<file path="src/rtl/trsc_pkg.sv">
// Shared types, constants and tables of the two-axis ramp scaler.
`default_nettype none

package trsc_pkg;

  // Field and datapath widths that the register map and the ports fix.
  localparam int BASE_W   = 23;  // widest ramp register
  localparam int NUM_RAMP = 8;
  localparam int IDX_W    = 3;
  localparam int WORD_W   = 32;
  localparam int DIST_W   = 33;  // |a - b| of two int32 values
  localparam int VAL_W    = 24;  // scaled value never exceeds 2^23
  localparam int CODE_W   = 4;
  localparam int DIGIT_W  = 4;   // ratio digit consumed per multiplier step

  localparam logic [IDX_W-1:0] LAST_RAMP = IDX_W'(NUM_RAMP - 1);

  // Register codes written on the output channel.
  localparam logic [CODE_W-1:0] CODE_VSTART   = 4'd0;
  localparam logic [CODE_W-1:0] CODE_A1       = 4'd1;
  localparam logic [CODE_W-1:0] CODE_V1       = 4'd2;
  localparam logic [CODE_W-1:0] CODE_AMAX     = 4'd3;
  localparam logic [CODE_W-1:0] CODE_VMAX     = 4'd4;
  localparam logic [CODE_W-1:0] CODE_DMAX     = 4'd5;
  localparam logic [CODE_W-1:0] CODE_D1       = 4'd6;
  localparam logic [CODE_W-1:0] CODE_VSTOP    = 4'd7;
  localparam logic [CODE_W-1:0] CODE_RAMPMODE = 4'd8;
  localparam logic [CODE_W-1:0] CODE_XTARGET  = 4'd9;

  localparam int RAMP_WIDTH [NUM_RAMP] = '{18, 16, 20, 16, 23, 16, 16, 18};

  localparam logic [BASE_W-1:0] RAMP_RESET [NUM_RAMP] = '{
    23'd0, 23'd1000, 23'd50000, 23'd500, 23'd200000, 23'd700, 23'd1400, 23'd10
  };

  typedef enum logic [3:0] {
    ST_IDLE,
    ST_DIST,
    ST_LONG,
    ST_DIV,
    ST_DECIDE,
    ST_MUL_GO,
    ST_MUL_WAIT,
    ST_RMODE0,
    ST_RMODE1,
    ST_TGT0,
    ST_TGT1
  } trsc_state_e;

  // Mask of the bits that one ramp register really has.
  function automatic logic [BASE_W-1:0] ramp_mask(logic [IDX_W-1:0] idx);
    logic [BASE_W:0] m;
    m = ({{BASE_W{1'b0}}, 1'b1} << RAMP_WIDTH[idx]) - {{BASE_W{1'b0}}, 1'b1};
    return m[BASE_W-1:0];
  endfunction

endpackage

`default_nettype wire

</file>
<file path="src/rtl/trsc_div.sv">
// Bit-serial restoring divider that forms one axis ratio, one quotient bit per cycle.
`default_nettype none

module trsc_div #(
  parameter int FRAC_BITS = 16
) (
  input  logic                        clk_i,
  input  logic                        rst_ni,
  input  logic                        start_i,
  input  logic [trsc_pkg::DIST_W-1:0] num_i,
  input  logic [trsc_pkg::DIST_W-1:0] den_i,
  output logic                        busy_o,
  output logic [FRAC_BITS:0]          quot_o
);
  import trsc_pkg::*;

  localparam int RW = FRAC_BITS + 1;
  localparam int CW = $clog2(RW);

  logic              busy_q;
  logic [CW-1:0]     cnt_q;
  logic [DIST_W-1:0] rem_q, den_q;
  logic [RW-1:0]     quot_q;

  logic [DIST_W:0]   trial, trial_sub;
  logic              take;
  logic [DIST_W-1:0] rem_d;

  // The numerator never exceeds the divisor, so the first step compares without doubling.
  always_comb begin
    trial     = (cnt_q == '0) ? {1'b0, rem_q} : {rem_q, 1'b0};
    take      = trial >= {1'b0, den_q};
    trial_sub = trial - {1'b0, den_q};
    rem_d     = take ? trial_sub[DIST_W-1:0] : trial[DIST_W-1:0];
  end

  always_ff @(posedge clk_i or negedge rst_ni) begin
    if (!rst_ni) begin
      busy_q <= 1'b0;
      cnt_q  <= '0;
    end else if (start_i) begin
      busy_q <= 1'b1;
      cnt_q  <= '0;
    end else if (busy_q) begin
      cnt_q <= cnt_q + CW'(1);
      if (cnt_q == CW'(RW - 1)) begin
        busy_q <= 1'b0;
      end
    end
  end

  always_ff @(posedge clk_i) begin
    if (start_i) begin
      rem_q <= num_i;
      den_q <= den_i;
    end else if (busy_q) begin
      rem_q  <= rem_d;
      quot_q <= {quot_q[RW-2:0], take};
    end
  end

  assign busy_o = busy_q;
  assign quot_o = quot_q;

endmodule

`default_nettype wire

</file>
<file path="src/rtl/trsc_mul.sv">
// Digit-serial ratio multiplier with round-half-up and floor for one ramp value.
`default_nettype none

module trsc_mul #(
  parameter int FRAC_BITS = 16
) (
  input  logic                        clk_i,
  input  logic                        rst_ni,
  input  logic                        start_i,
  input  logic [trsc_pkg::BASE_W-1:0] base_i,
  input  logic [FRAC_BITS:0]          ratio_i,
  input  logic                        floor_one_i,
  output logic                        busy_o,
  output logic [trsc_pkg::WORD_W-1:0] value_o
);
  import trsc_pkg::*;

  localparam int RW  = FRAC_BITS + 1;
  localparam int ND  = (RW + DIGIT_W - 1) / DIGIT_W;
  localparam int SHW = ND * DIGIT_W;
  localparam int AW  = BASE_W + RW;
  localparam int CW  = $clog2(ND);
  localparam logic [AW:0] HALF = {{AW{1'b0}}, 1'b1} << (FRAC_BITS - 1);

  logic              busy_q;
  logic [CW-1:0]     cnt_q;
  logic [SHW-1:0]    sh_q;
  logic [AW-1:0]     acc_q;
  logic [BASE_W-1:0] base_q;
  logic              floor_q;

  logic [DIGIT_W-1:0]        digit;
  logic [BASE_W+DIGIT_W-1:0] pp;
  logic [AW-1:0]             acc_d;
  logic [AW:0]               rsum;
  logic [VAL_W-1:0]          rval, fval;

  // Consume the ratio most significant digit first.
  always_comb begin
    digit = sh_q[SHW-1 -: DIGIT_W];
    pp    = base_q * digit;
    acc_d = {acc_q[AW-DIGIT_W-1:0], {DIGIT_W{1'b0}}} + AW'(pp);
  end

  always_comb begin
    rsum = {1'b0, acc_q} + HALF;
    rval = rsum[FRAC_BITS +: VAL_W];
    fval = (floor_q && (rval == '0)) ? VAL_W'(1) : rval;
  end

  always_ff @(posedge clk_i or negedge rst_ni) begin
    if (!rst_ni) begin
      busy_q <= 1'b0;
      cnt_q  <= '0;
    end else if (start_i) begin
      busy_q <= 1'b1;
      cnt_q  <= '0;
    end else if (busy_q) begin
      cnt_q <= cnt_q + CW'(1);
      if (cnt_q == CW'(ND - 1)) begin
        busy_q <= 1'b0;
      end
    end
  end

  always_ff @(posedge clk_i) begin
    if (start_i) begin
      acc_q   <= '0;
      sh_q    <= SHW'(ratio_i);
      base_q  <= base_i;
      floor_q <= floor_one_i;
    end else if (busy_q) begin
      acc_q <= acc_d;
      sh_q  <= {sh_q[SHW-DIGIT_W-1:0], {DIGIT_W{1'b0}}};
    end
  end

  assign busy_o  = busy_q;
  assign value_o = WORD_W'(fval);

endmodule

`default_nettype wire

</file>
<file path="src/rtl/two_axis_ramp_scaler_core.sv">
// Top level of the two-axis ramp scaler: request sequencer, ratio state and output beat.
`default_nettype none

// Each input beat is a two-axis move request. The core takes the distance of each axis,
// divides it by the longer one into a ratio with SCALE_FRACTION_BITS fraction bits, and
// emits a stream of register writes (axis, code, value, last) on the output channel. In
// scaled mode an axis gets all eight ramp values rewritten, scaled by its ratio, when the
// ratio moved beyond the tolerance from the stored one; then ramp mode and both targets
// follow. In rate-matched mode only the two scaled cruise velocities and the targets go
// out. The core works on one request at a time: in_stall_o is high from the accepting
// edge until the last beat of the request sits in the output register. A request goes
// from the accepting state through the distance states, the bit-serial dividers and their
// done check (skipped when both distances are zero) and a decision state, then through the
// 4-bit digit-serial multiplier for each scaled value and a load for each constant beat;
// every beat load waits while a stalled beat still sits in the output register. The ramp
// registers are written through cfg_we_i / cfg_index_i / cfg_data_i; the user must write
// them only while the core is idle, and the core itself does not enforce this. Bits above
// a register's width are dropped.
module two_axis_ramp_scaler_core #(
  parameter int SCALE_FRACTION_BITS = 16
) (
  input  logic                        clk_i,
  input  logic                        rst_ni,

  input  logic                        cfg_we_i,
  input  logic [trsc_pkg::IDX_W-1:0]  cfg_index_i,
  input  logic [trsc_pkg::BASE_W-1:0] cfg_data_i,

  input  logic                        in_valid_i,
  output logic                        in_stall_o,
  input  logic                        req_type_i,
  input  logic [31:0]                 target_a_i,
  input  logic [31:0]                 target_b_i,
  input  logic [31:0]                 start_a_i,
  input  logic [31:0]                 start_b_i,

  output logic                        out_valid_o,
  input  logic                        out_stall_i,
  output logic                        axis_o,
  output logic [trsc_pkg::CODE_W-1:0] param_code_o,
  output logic [31:0]                 write_value_o,
  output logic                        last_o
);
  import trsc_pkg::*;

  localparam int RW    = SCALE_FRACTION_BITS + 1;
  localparam int TOL_I = (2 * (2 ** SCALE_FRACTION_BITS)) / 1000;
  localparam logic [RW-1:0] TOL = RW'(TOL_I);
  localparam logic [RW-1:0] ONE = {1'b1, {SCALE_FRACTION_BITS{1'b0}}};

  // Distance of one axis as a 33-bit magnitude; both differences run side by side.
  function automatic logic [DIST_W-1:0] abs_dist(logic [31:0] t, logic [31:0] s);
    logic signed [DIST_W-1:0] te, se, dp, dn;
    te = signed'({t[31], t});
    se = signed'({s[31], s});
    dp = te - se;
    dn = se - te;
    return (te >= se) ? DIST_W'(dp) : DIST_W'(dn);
  endfunction

  trsc_state_e state_q, state_d;

  // Ramp registers and per-axis scale state.
  logic [BASE_W-1:0] ramp_q [NUM_RAMP];
  logic [RW-1:0]     applied_q [2];
  logic [1:0]        unknown_q;

  // Request payload.
  logic        rate_q;
  logic [31:0] tgt_a_q, tgt_b_q, st_a_q, st_b_q;

  logic [DIST_W-1:0] dist_q [2];
  logic [DIST_W-1:0] longest;
  logic              zero_q;
  logic              rw_b_q;
  logic [1:0]        rw_now;
  logic              ax_q, ax_d;
  logic [IDX_W-1:0]  k_q, k_d;

  // Output beat register.
  logic              out_valid_q;
  logic              out_axis_q;
  logic [CODE_W-1:0] out_code_q;
  logic [31:0]       out_value_q;
  logic              out_last_q;

  logic              in_accept, slot_free;
  logic              div_start, mul_start, decide;
  logic [1:0]        div_busy;
  logic [RW-1:0]     ratio [2];
  logic              mul_busy;
  logic [WORD_W-1:0] mul_value;
  logic              ld, ld_axis, ld_last;
  logic [CODE_W-1:0] ld_code;
  logic [31:0]       ld_value;
  logic [RW-1:0]     sdiff [2];

  assign in_stall_o = (state_q != ST_IDLE);
  assign in_accept  = in_valid_i && !in_stall_o;
  assign slot_free  = !out_valid_q || !out_stall_i;
  assign longest    = (dist_q[0] > dist_q[1]) ? dist_q[0] : dist_q[1];

  trsc_div #(.FRAC_BITS(SCALE_FRACTION_BITS)) u_div_a (
    .clk_i   (clk_i),
    .rst_ni  (rst_ni),
    .start_i (div_start),
    .num_i   (dist_q[0]),
    .den_i   (longest),
    .busy_o  (div_busy[0]),
    .quot_o  (ratio[0])
  );

  trsc_div #(.FRAC_BITS(SCALE_FRACTION_BITS)) u_div_b (
    .clk_i   (clk_i),
    .rst_ni  (rst_ni),
    .start_i (div_start),
    .num_i   (dist_q[1]),
    .den_i   (longest),
    .busy_o  (div_busy[1]),
    .quot_o  (ratio[1])
  );

  // One multiplier serves every scaled value; vstart alone may scale down to zero.
  trsc_mul #(.FRAC_BITS(SCALE_FRACTION_BITS)) u_mul (
    .clk_i       (clk_i),
    .rst_ni      (rst_ni),
    .start_i     (mul_start),
    .base_i      (ramp_q[k_q]),
    .ratio_i     (ax_q ? ratio[1] : ratio[0]),
    .floor_one_i ({1'b0, k_q} != CODE_VSTART),
    .busy_o      (mul_busy),
    .value_o     (mul_value)
  );

  // Rewrite an axis when its scale is unknown or the ratio drifted past the tolerance.
  always_comb begin
    for (int i = 0; i < 2; i++) begin
      sdiff[i]  = (ratio[i] > applied_q[i]) ? ratio[i] - applied_q[i]
                                            : applied_q[i] - ratio[i];
      rw_now[i] = unknown_q[i] || (sdiff[i] > TOL);
    end
  end

  // Sequencer: next state, unit starts and output beat loads.
  always_comb begin
    state_d   = state_q;
    ax_d      = ax_q;
    k_d       = k_q;
    div_start = 1'b0;
    mul_start = 1'b0;
    decide    = 1'b0;
    ld        = 1'b0;
    ld_axis   = 1'b0;
    ld_code   = CODE_RAMPMODE;
    ld_value  = '0;
    ld_last   = 1'b0;
    unique case (state_q)
      ST_IDLE: begin
        if (in_valid_i) begin
          state_d = ST_DIST;
        end
      end
      ST_DIST: begin
        state_d = ST_LONG;
      end
      ST_LONG: begin
        if (longest == '0) begin
          state_d = ST_DECIDE;
        end else begin
          div_start = 1'b1;
          state_d   = ST_DIV;
        end
      end
      ST_DIV: begin
        if (div_busy == 2'b00) begin
          state_d = ST_DECIDE;
        end
      end
      ST_DECIDE: begin
        decide = 1'b1;
        if (zero_q) begin
          state_d = rate_q ? ST_TGT0 : ST_RMODE0;
        end else if (rate_q) begin
          ax_d    = 1'b0;
          k_d     = CODE_VMAX[IDX_W-1:0];
          state_d = ST_MUL_GO;
        end else if (rw_now[0]) begin
          ax_d    = 1'b0;
          k_d     = '0;
          state_d = ST_MUL_GO;
        end else if (rw_now[1]) begin
          ax_d    = 1'b1;
          k_d     = '0;
          state_d = ST_MUL_GO;
        end else begin
          state_d = ST_RMODE0;
        end
      end
      ST_MUL_GO: begin
        mul_start = 1'b1;
        state_d   = ST_MUL_WAIT;
      end
      ST_MUL_WAIT: begin
        if (!mul_busy && slot_free) begin
          ld       = 1'b1;
          ld_axis  = ax_q;
          ld_code  = {1'b0, k_q};
          ld_value = mul_value;
          if (rate_q) begin
            if (!ax_q) begin
              ax_d    = 1'b1;
              state_d = ST_MUL_GO;
            end else begin
              state_d = ST_TGT0;
            end
          end else if (k_q != LAST_RAMP) begin
            k_d     = k_q + IDX_W'(1);
            state_d = ST_MUL_GO;
          end else if (!ax_q && rw_b_q) begin
            ax_d    = 1'b1;
            k_d     = '0;
            state_d = ST_MUL_GO;
          end else begin
            state_d = ST_RMODE0;
          end
        end
      end
      ST_RMODE0: begin
        if (slot_free) begin
          ld      = 1'b1;
          state_d = ST_RMODE1;
        end
      end
      ST_RMODE1: begin
        if (slot_free) begin
          ld      = 1'b1;
          ld_axis = 1'b1;
          state_d = ST_TGT0;
        end
      end
      ST_TGT0: begin
        if (slot_free) begin
          ld       = 1'b1;
          ld_code  = CODE_XTARGET;
          ld_value = tgt_a_q;
          state_d  = ST_TGT1;
        end
      end
      ST_TGT1: begin
        if (slot_free) begin
          ld       = 1'b1;
          ld_axis  = 1'b1;
          ld_code  = CODE_XTARGET;
          ld_value = tgt_b_q;
          ld_last  = 1'b1;
          state_d  = ST_IDLE;
        end
      end
      default: begin
        state_d = ST_IDLE;
      end
    endcase
  end

  always_ff @(posedge clk_i or negedge rst_ni) begin
    if (!rst_ni) begin
      state_q <= ST_IDLE;
      ax_q    <= 1'b0;
      k_q     <= '0;
    end else begin
      state_q <= state_d;
      ax_q    <= ax_d;
      k_q     <= k_d;
    end
  end

  // Ramp registers: drop the bits above each register's width.
  always_ff @(posedge clk_i or negedge rst_ni) begin
    if (!rst_ni) begin
      for (int i = 0; i < NUM_RAMP; i++) begin
        ramp_q[i] <= RAMP_RESET[i];
      end
    end else if (cfg_we_i) begin
      ramp_q[cfg_index_i] <= cfg_data_i & ramp_mask(cfg_index_i);
    end
  end

  // Scale state: update only on a nonzero move; the axis-b rewrite flag is reloaded at every decision.
  always_ff @(posedge clk_i or negedge rst_ni) begin
    if (!rst_ni) begin
      applied_q[0] <= '0;
      applied_q[1] <= '0;
      unknown_q    <= 2'b00;
      rw_b_q       <= 1'b0;
    end else if (decide) begin
      rw_b_q <= !(zero_q || rate_q) && rw_now[1];
      if (!zero_q) begin
        if (rate_q) begin
          unknown_q <= 2'b11;
        end else begin
          for (int i = 0; i < 2; i++) begin
            if (rw_now[i]) begin
              applied_q[i] <= ratio[i];
              unknown_q[i] <= 1'b0;
            end
          end
        end
      end
    end
  end

  // Request payload and distances.
  always_ff @(posedge clk_i) begin
    if (in_accept) begin
      rate_q  <= req_type_i;
      tgt_a_q <= target_a_i;
      tgt_b_q <= target_b_i;
      st_a_q  <= start_a_i;
      st_b_q  <= start_b_i;
    end
    if (state_q == ST_DIST) begin
      dist_q[0] <= abs_dist(tgt_a_q, st_a_q);
      dist_q[1] <= abs_dist(tgt_b_q, st_b_q);
    end
    if (state_q == ST_LONG) begin
      zero_q <= (longest == '0);
    end
  end

  // Output beat: load when the slot is free, clear once taken.
  always_ff @(posedge clk_i or negedge rst_ni) begin
    if (!rst_ni) begin
      out_valid_q <= 1'b0;
    end else if (ld) begin
      out_valid_q <= 1'b1;
    end else if (!out_stall_i) begin
      out_valid_q <= 1'b0;
    end
  end

  always_ff @(posedge clk_i) begin
    if (ld) begin
      out_axis_q  <= ld_axis;
      out_code_q  <= ld_code;
      out_value_q <= ld_value;
      out_last_q  <= ld_last;
    end
  end

  assign out_valid_o   = out_valid_q;
  assign axis_o        = out_axis_q;
  assign param_code_o  = out_code_q;
  assign write_value_o = out_value_q;
  assign last_o        = out_last_q;

  // The longer axis always divides to exactly one, and no ratio exceeds one.
  a_ratio_range: assert property (@(posedge clk_i) disable iff (!rst_ni)
    (state_q == ST_DECIDE && !zero_q) |->
      ((ratio[0] == ONE || ratio[1] == ONE) && ratio[0] <= ONE && ratio[1] <= ONE))
    else $error("ratio out of range after division");

  // Only the second target write closes a request.
  a_last_beat: assert property (@(posedge clk_i) disable iff (!rst_ni)
    (out_valid_o && last_o) |-> (param_code_o == CODE_XTARGET && axis_o))
    else $error("last set on a beat other than the second target");

  // A new beat never overwrites one that the sink has not taken.
  a_no_overwrite: assert property (@(posedge clk_i) disable iff (!rst_ni)
    ld |-> !(out_valid_q && out_stall_i))
    else $error("output beat overwritten while stalled");

  // The request is finished once its last beat is loaded.
  a_idle_after_last: assert property (@(posedge clk_i) disable iff (!rst_ni)
    (ld && ld_last) |=> (state_q == ST_IDLE))
    else $error("sequencer not idle after last beat");

endmodule

`default_nettype wire

</file>
<file path="config.mk">
export PLATFORM = sky130hd
export DESIGN_NAME = two_axis_ramp_scaler_core
export DESIGN_NICKNAME = d
export VERILOG_FILES = /design/src/rtl/trsc_pkg.sv /design/src/rtl/trsc_div.sv /design/src/rtl/trsc_mul.sv /design/src/rtl/two_axis_ramp_scaler_core.sv
export SDC_FILE = /design/constraint.sdc
export NUM_CORES = 2
export LEC_CHECK = 0
export ABC_AREA = 1
export BUFFER_PORTS_ARGS = -buffer_cell sky130_fd_sc_hd__buf_2
export CAP_MARGIN = 20
export CORE_UTILIZATION = 59
export CTS_BUF_LIST = sky130_fd_sc_hd__clkbuf_4
export CTS_CLUSTER_SIZE = 16
export DETAILED_ROUTE_END_ITERATION = 8
export PLACE_DENSITY = 0.77
export SLEW_MARGIN = 10
export SYNTH_ARGS = -nofsm -noshare
export SYNTH_HDL_FRONTEND = slang
export SYNTH_SLANG_ARGS = --single-unit
</file>
<file path="constraint.sdc">
create_clock -name clk_i -period 9.05 [get_ports clk_i]
set_input_delay 0.4525 -clock clk_i [delete_from_list [all_inputs] [get_ports clk_i]]
set_output_delay 0.4525 -clock clk_i [all_outputs]
set_load 0.005 [all_outputs]
</file>
==> metrics <==
Yosys top cell by area=edfxtp_1; CTS tree=yes; Async S/R FF share, synth=0.353; total grt overflow=0; Worst path max stage delay=roughly 0.85 ns; critical path class=reg -> reg; core area=83600 µm²; Synth warnings=0; Post-Syn Area=~50000 µm²; top-area cell type share of the netlist area=0.246; GPL Wtd Cong=between 1 and 1.5; Vias/cell=around 5.7; number of synthesized register bits=approximately 700; vias in the first global route=about 44000; Max-slew headroom=0.271; Syn Inst Count=6466; most frequent CP cell=nand2_1; Final setup viols=0; fin worst setup slack=just over 3 ns; clk buf depth=3; Max Slew Vio Count=0; Worst-Margin Slew=roughly 1.1 ns; clock tree root driver cell=clkbuf_4; IO Pins=200; Placed Cells=roughly 7500; top_reg_cell synth=edfxtp_1; first-pass GRT wire length=between 200 and 250 mm; synth top area cells=edfxtp_1, nand2_1, dfrtp_1; layout cells sized above 1=0.0931; post-place setup slack=3.27 ns; largest net degree at the start of global routing=130; Die Y=293 µm; die width=about 290 µm; required time of the critical path=~9.8 ns; port buffer count=between 150 and 200; crit start category=flip-flop; first drt pass iteration count=6; routed len/inst=18.9 µm; Clock Latency Late Sink=approximately 1.1 ns; most common cell in the synthesized netlist=nand2_1; Mean Syn Cell Area=between 7 and 8 µm²; Final #Nets=roughly 7400; Post-synth EDFFs=408; Layout Cells excl Fill=approximately 8100; fmax=approximately 0.17 GHz; initial drt markers=roughly 4500; Num CTS Buffers=around 180; Period Utilization, post-route=0.659; sequential fraction of the synthesis area=0.388; CP max FO=61; Tightest Hold Check Type=in -> async; Global Route Usage Sum=0.350; skew final=0.107 ns; setup TNS=0 ns; Synthesized Nets=around 7000; status=complete, no violations; antenna-violating nets left=0; slowest CP cell=clkinv_1; DP HPWL=111 mm; residual DRC count=0; die area=85600 µm²; Layout area overhead=11.8%; # rows=around 110; Setup Fix Bufs, Post-CTS=0; unrepaired setup endpoints after global routing=false; Maximum Capacitance Violations=0; Starting Density=0.596; Via Count=46300; clock sink count=697; CP endpoint kind=flip-flop; minimum clock period=just under 6 ns; H-tree levels=4; Commonest cells post-synth=nand2_1, inv_1, o21ai_0, nor2_1, edfxtp_1; antenna violations before repair=4; final hold violations=0; Arrival @ worst endpoint=slightly below 7 ns; synth unique cells=between 60 and 70; Reg clk slew, reported paths=about 0.07 ns; wirelength, routed=about 150 mm
critical path: cells and delay by family, from the launching register on:
family          cells  cell delay [ns]
flops               1             0.40
fa+ha+maj           3             0.53
compound gates      2             0.28
buf+inv             6             1.54
simple gates       17             2.91
per-layer routing:
| metal | GRT usage | vias up | share of wire |
|---|---|---|---|
| li1 | - | 22100 | - |
| met1 | 0.445 | 21600 | 0.40 |
| met2 | 0.568 | 2141 | 0.46 |
| met3 | 0.0584 | 461 | 0.083 |
| met4 | 0.195 | 2 | 0.056 |
| met5 | 0 | - | 0.000086 |
layout by cell type, fill, tap and decap left out, types with 35 or more instances in the layout:
| cell | netlist | routed |
|---|---|---|
| o22ai_1 | 47 | 47 |
| o21ai_1 | 35 | 35 |
| buf_2 | 35 | 198 |
| clkbuf_4 | 0 | 268 |
| nand3_1 | 274 | 274 |
| inv_1 | 837 | 837 |
| nor3_1 | 49 | 49 |
| nor2_1 | 511 | 507 |
| dlygate4sd3_1 | 0 | 182 |
| clkinv_1 | 7 | 43 |
| dfstp_2 | 38 | 38 |
| edfxtp_1 | 408 | 408 |
| buf_4 | 18 | 37 |
| dfrtp_1 | 208 | 206 |
| o211ai_1 | 62 | 62 |
| fa_1 | 74 | 74 |
| xor2_1 | 175 | 175 |
| nand4_1 | 46 | 46 |
| nand2_1 | 1722 | 1721 |
| a21oi_1 | 403 | 403 |
| xnor2_1 | 72 | 72 |
| a31oi_1 | 66 | 66 |
| ha_1 | 341 | 341 |
| dfxtp_1 | 43 | 43 |
| o21ai_0 | 558 | 557 |
metrics by stage:
stage,utilization,hold WS [ns],area (µm²)
after floorplan,-,0.157,49800
after global placement,0.615,0.447,51400
after detailed placement,0.615,0.450,51400
after CTS,0.666,0.000540,55700
after global routing,0.666,0.00860,55700
final,0.666,0.0649,55700
repair_timing:
| item | in CTS | in global routing |
|---|---|---|
| hold buffers | 181 | 1 |
| gates resized for setup | 0 | 0 |
| hold endpoints to repair | 424 | 1 |
| endpoints found under the setup margin | 0 | 0 |
logic make-up (layout without fill, tap and decap cells):
logic type                 after synthesis  in the layout  share of synthesized area
buffers and inverters                 1109           1611                     0.0872
xor gates and xnor gates               247            247                     0.0434
adders and majority gates              415            415                      0.115
AOI/OAI and AO/OA                     1320           1320                      0.148
and+or+nand+nor                       2677           2677                      0.218
other                                    1              7                  0.0000753
DFF                                    697            697                      0.388
flip-flops by register name (all words and copies together), names as in the netlist, 5 cells and up:
name            count
tgt_b_q            32
u_div_b.rem_q      33
dist_q             66
write_value_o      32
u_mul.base_q       23
u_mul.acc_q        40
u_div_b.cnt_q       5
u_mul.sh_q         20
st_b_q             32
u_div_b.den_q      33
u_div_b.quot_o     17
applied_q          34
u_div_a.cnt_q       5
st_a_q             32
u_div_a.quot_o     17
u_div_a.rem_q      33
tgt_a_q            32
ramp_q            184
area by class of cell:
class                   count  area [µm²]
fillers                  7181       27900
diodes                      6        15.0
inverters                 862        3240
clock buffers             268        2010
flip-flops and latches    697       19300
multi-input cells        4660       26200
well taps                1080        1350
clock inverters            62         430
repair buffers            419        3130
worst paths after layout:
check                                 start                end  slack (ns)  cells after the start
setup / recovery           u_div_b.cnt_q[0]  u_div_b.rem_q[31]        3.08                     28
hold / removal                       rst_ni       applied_q[1]        0.06                      2
max in group asynchronous            rst_ni        ramp_q[178]        7.46                      3
hold reg to reg             u_mul.acc_q[33]    u_mul.acc_q[37]        0.42                      2
setup reg to reg           u_div_b.cnt_q[0]  u_div_b.rem_q[31]        3.08                     28
min in group clk_i            start_a_i[16]         st_a_q[16]        0.09                      2
Power is left out: the tool's default activity adds up to more than one toggle a clock period on the data nets, which glitch-free logic cannot reach.
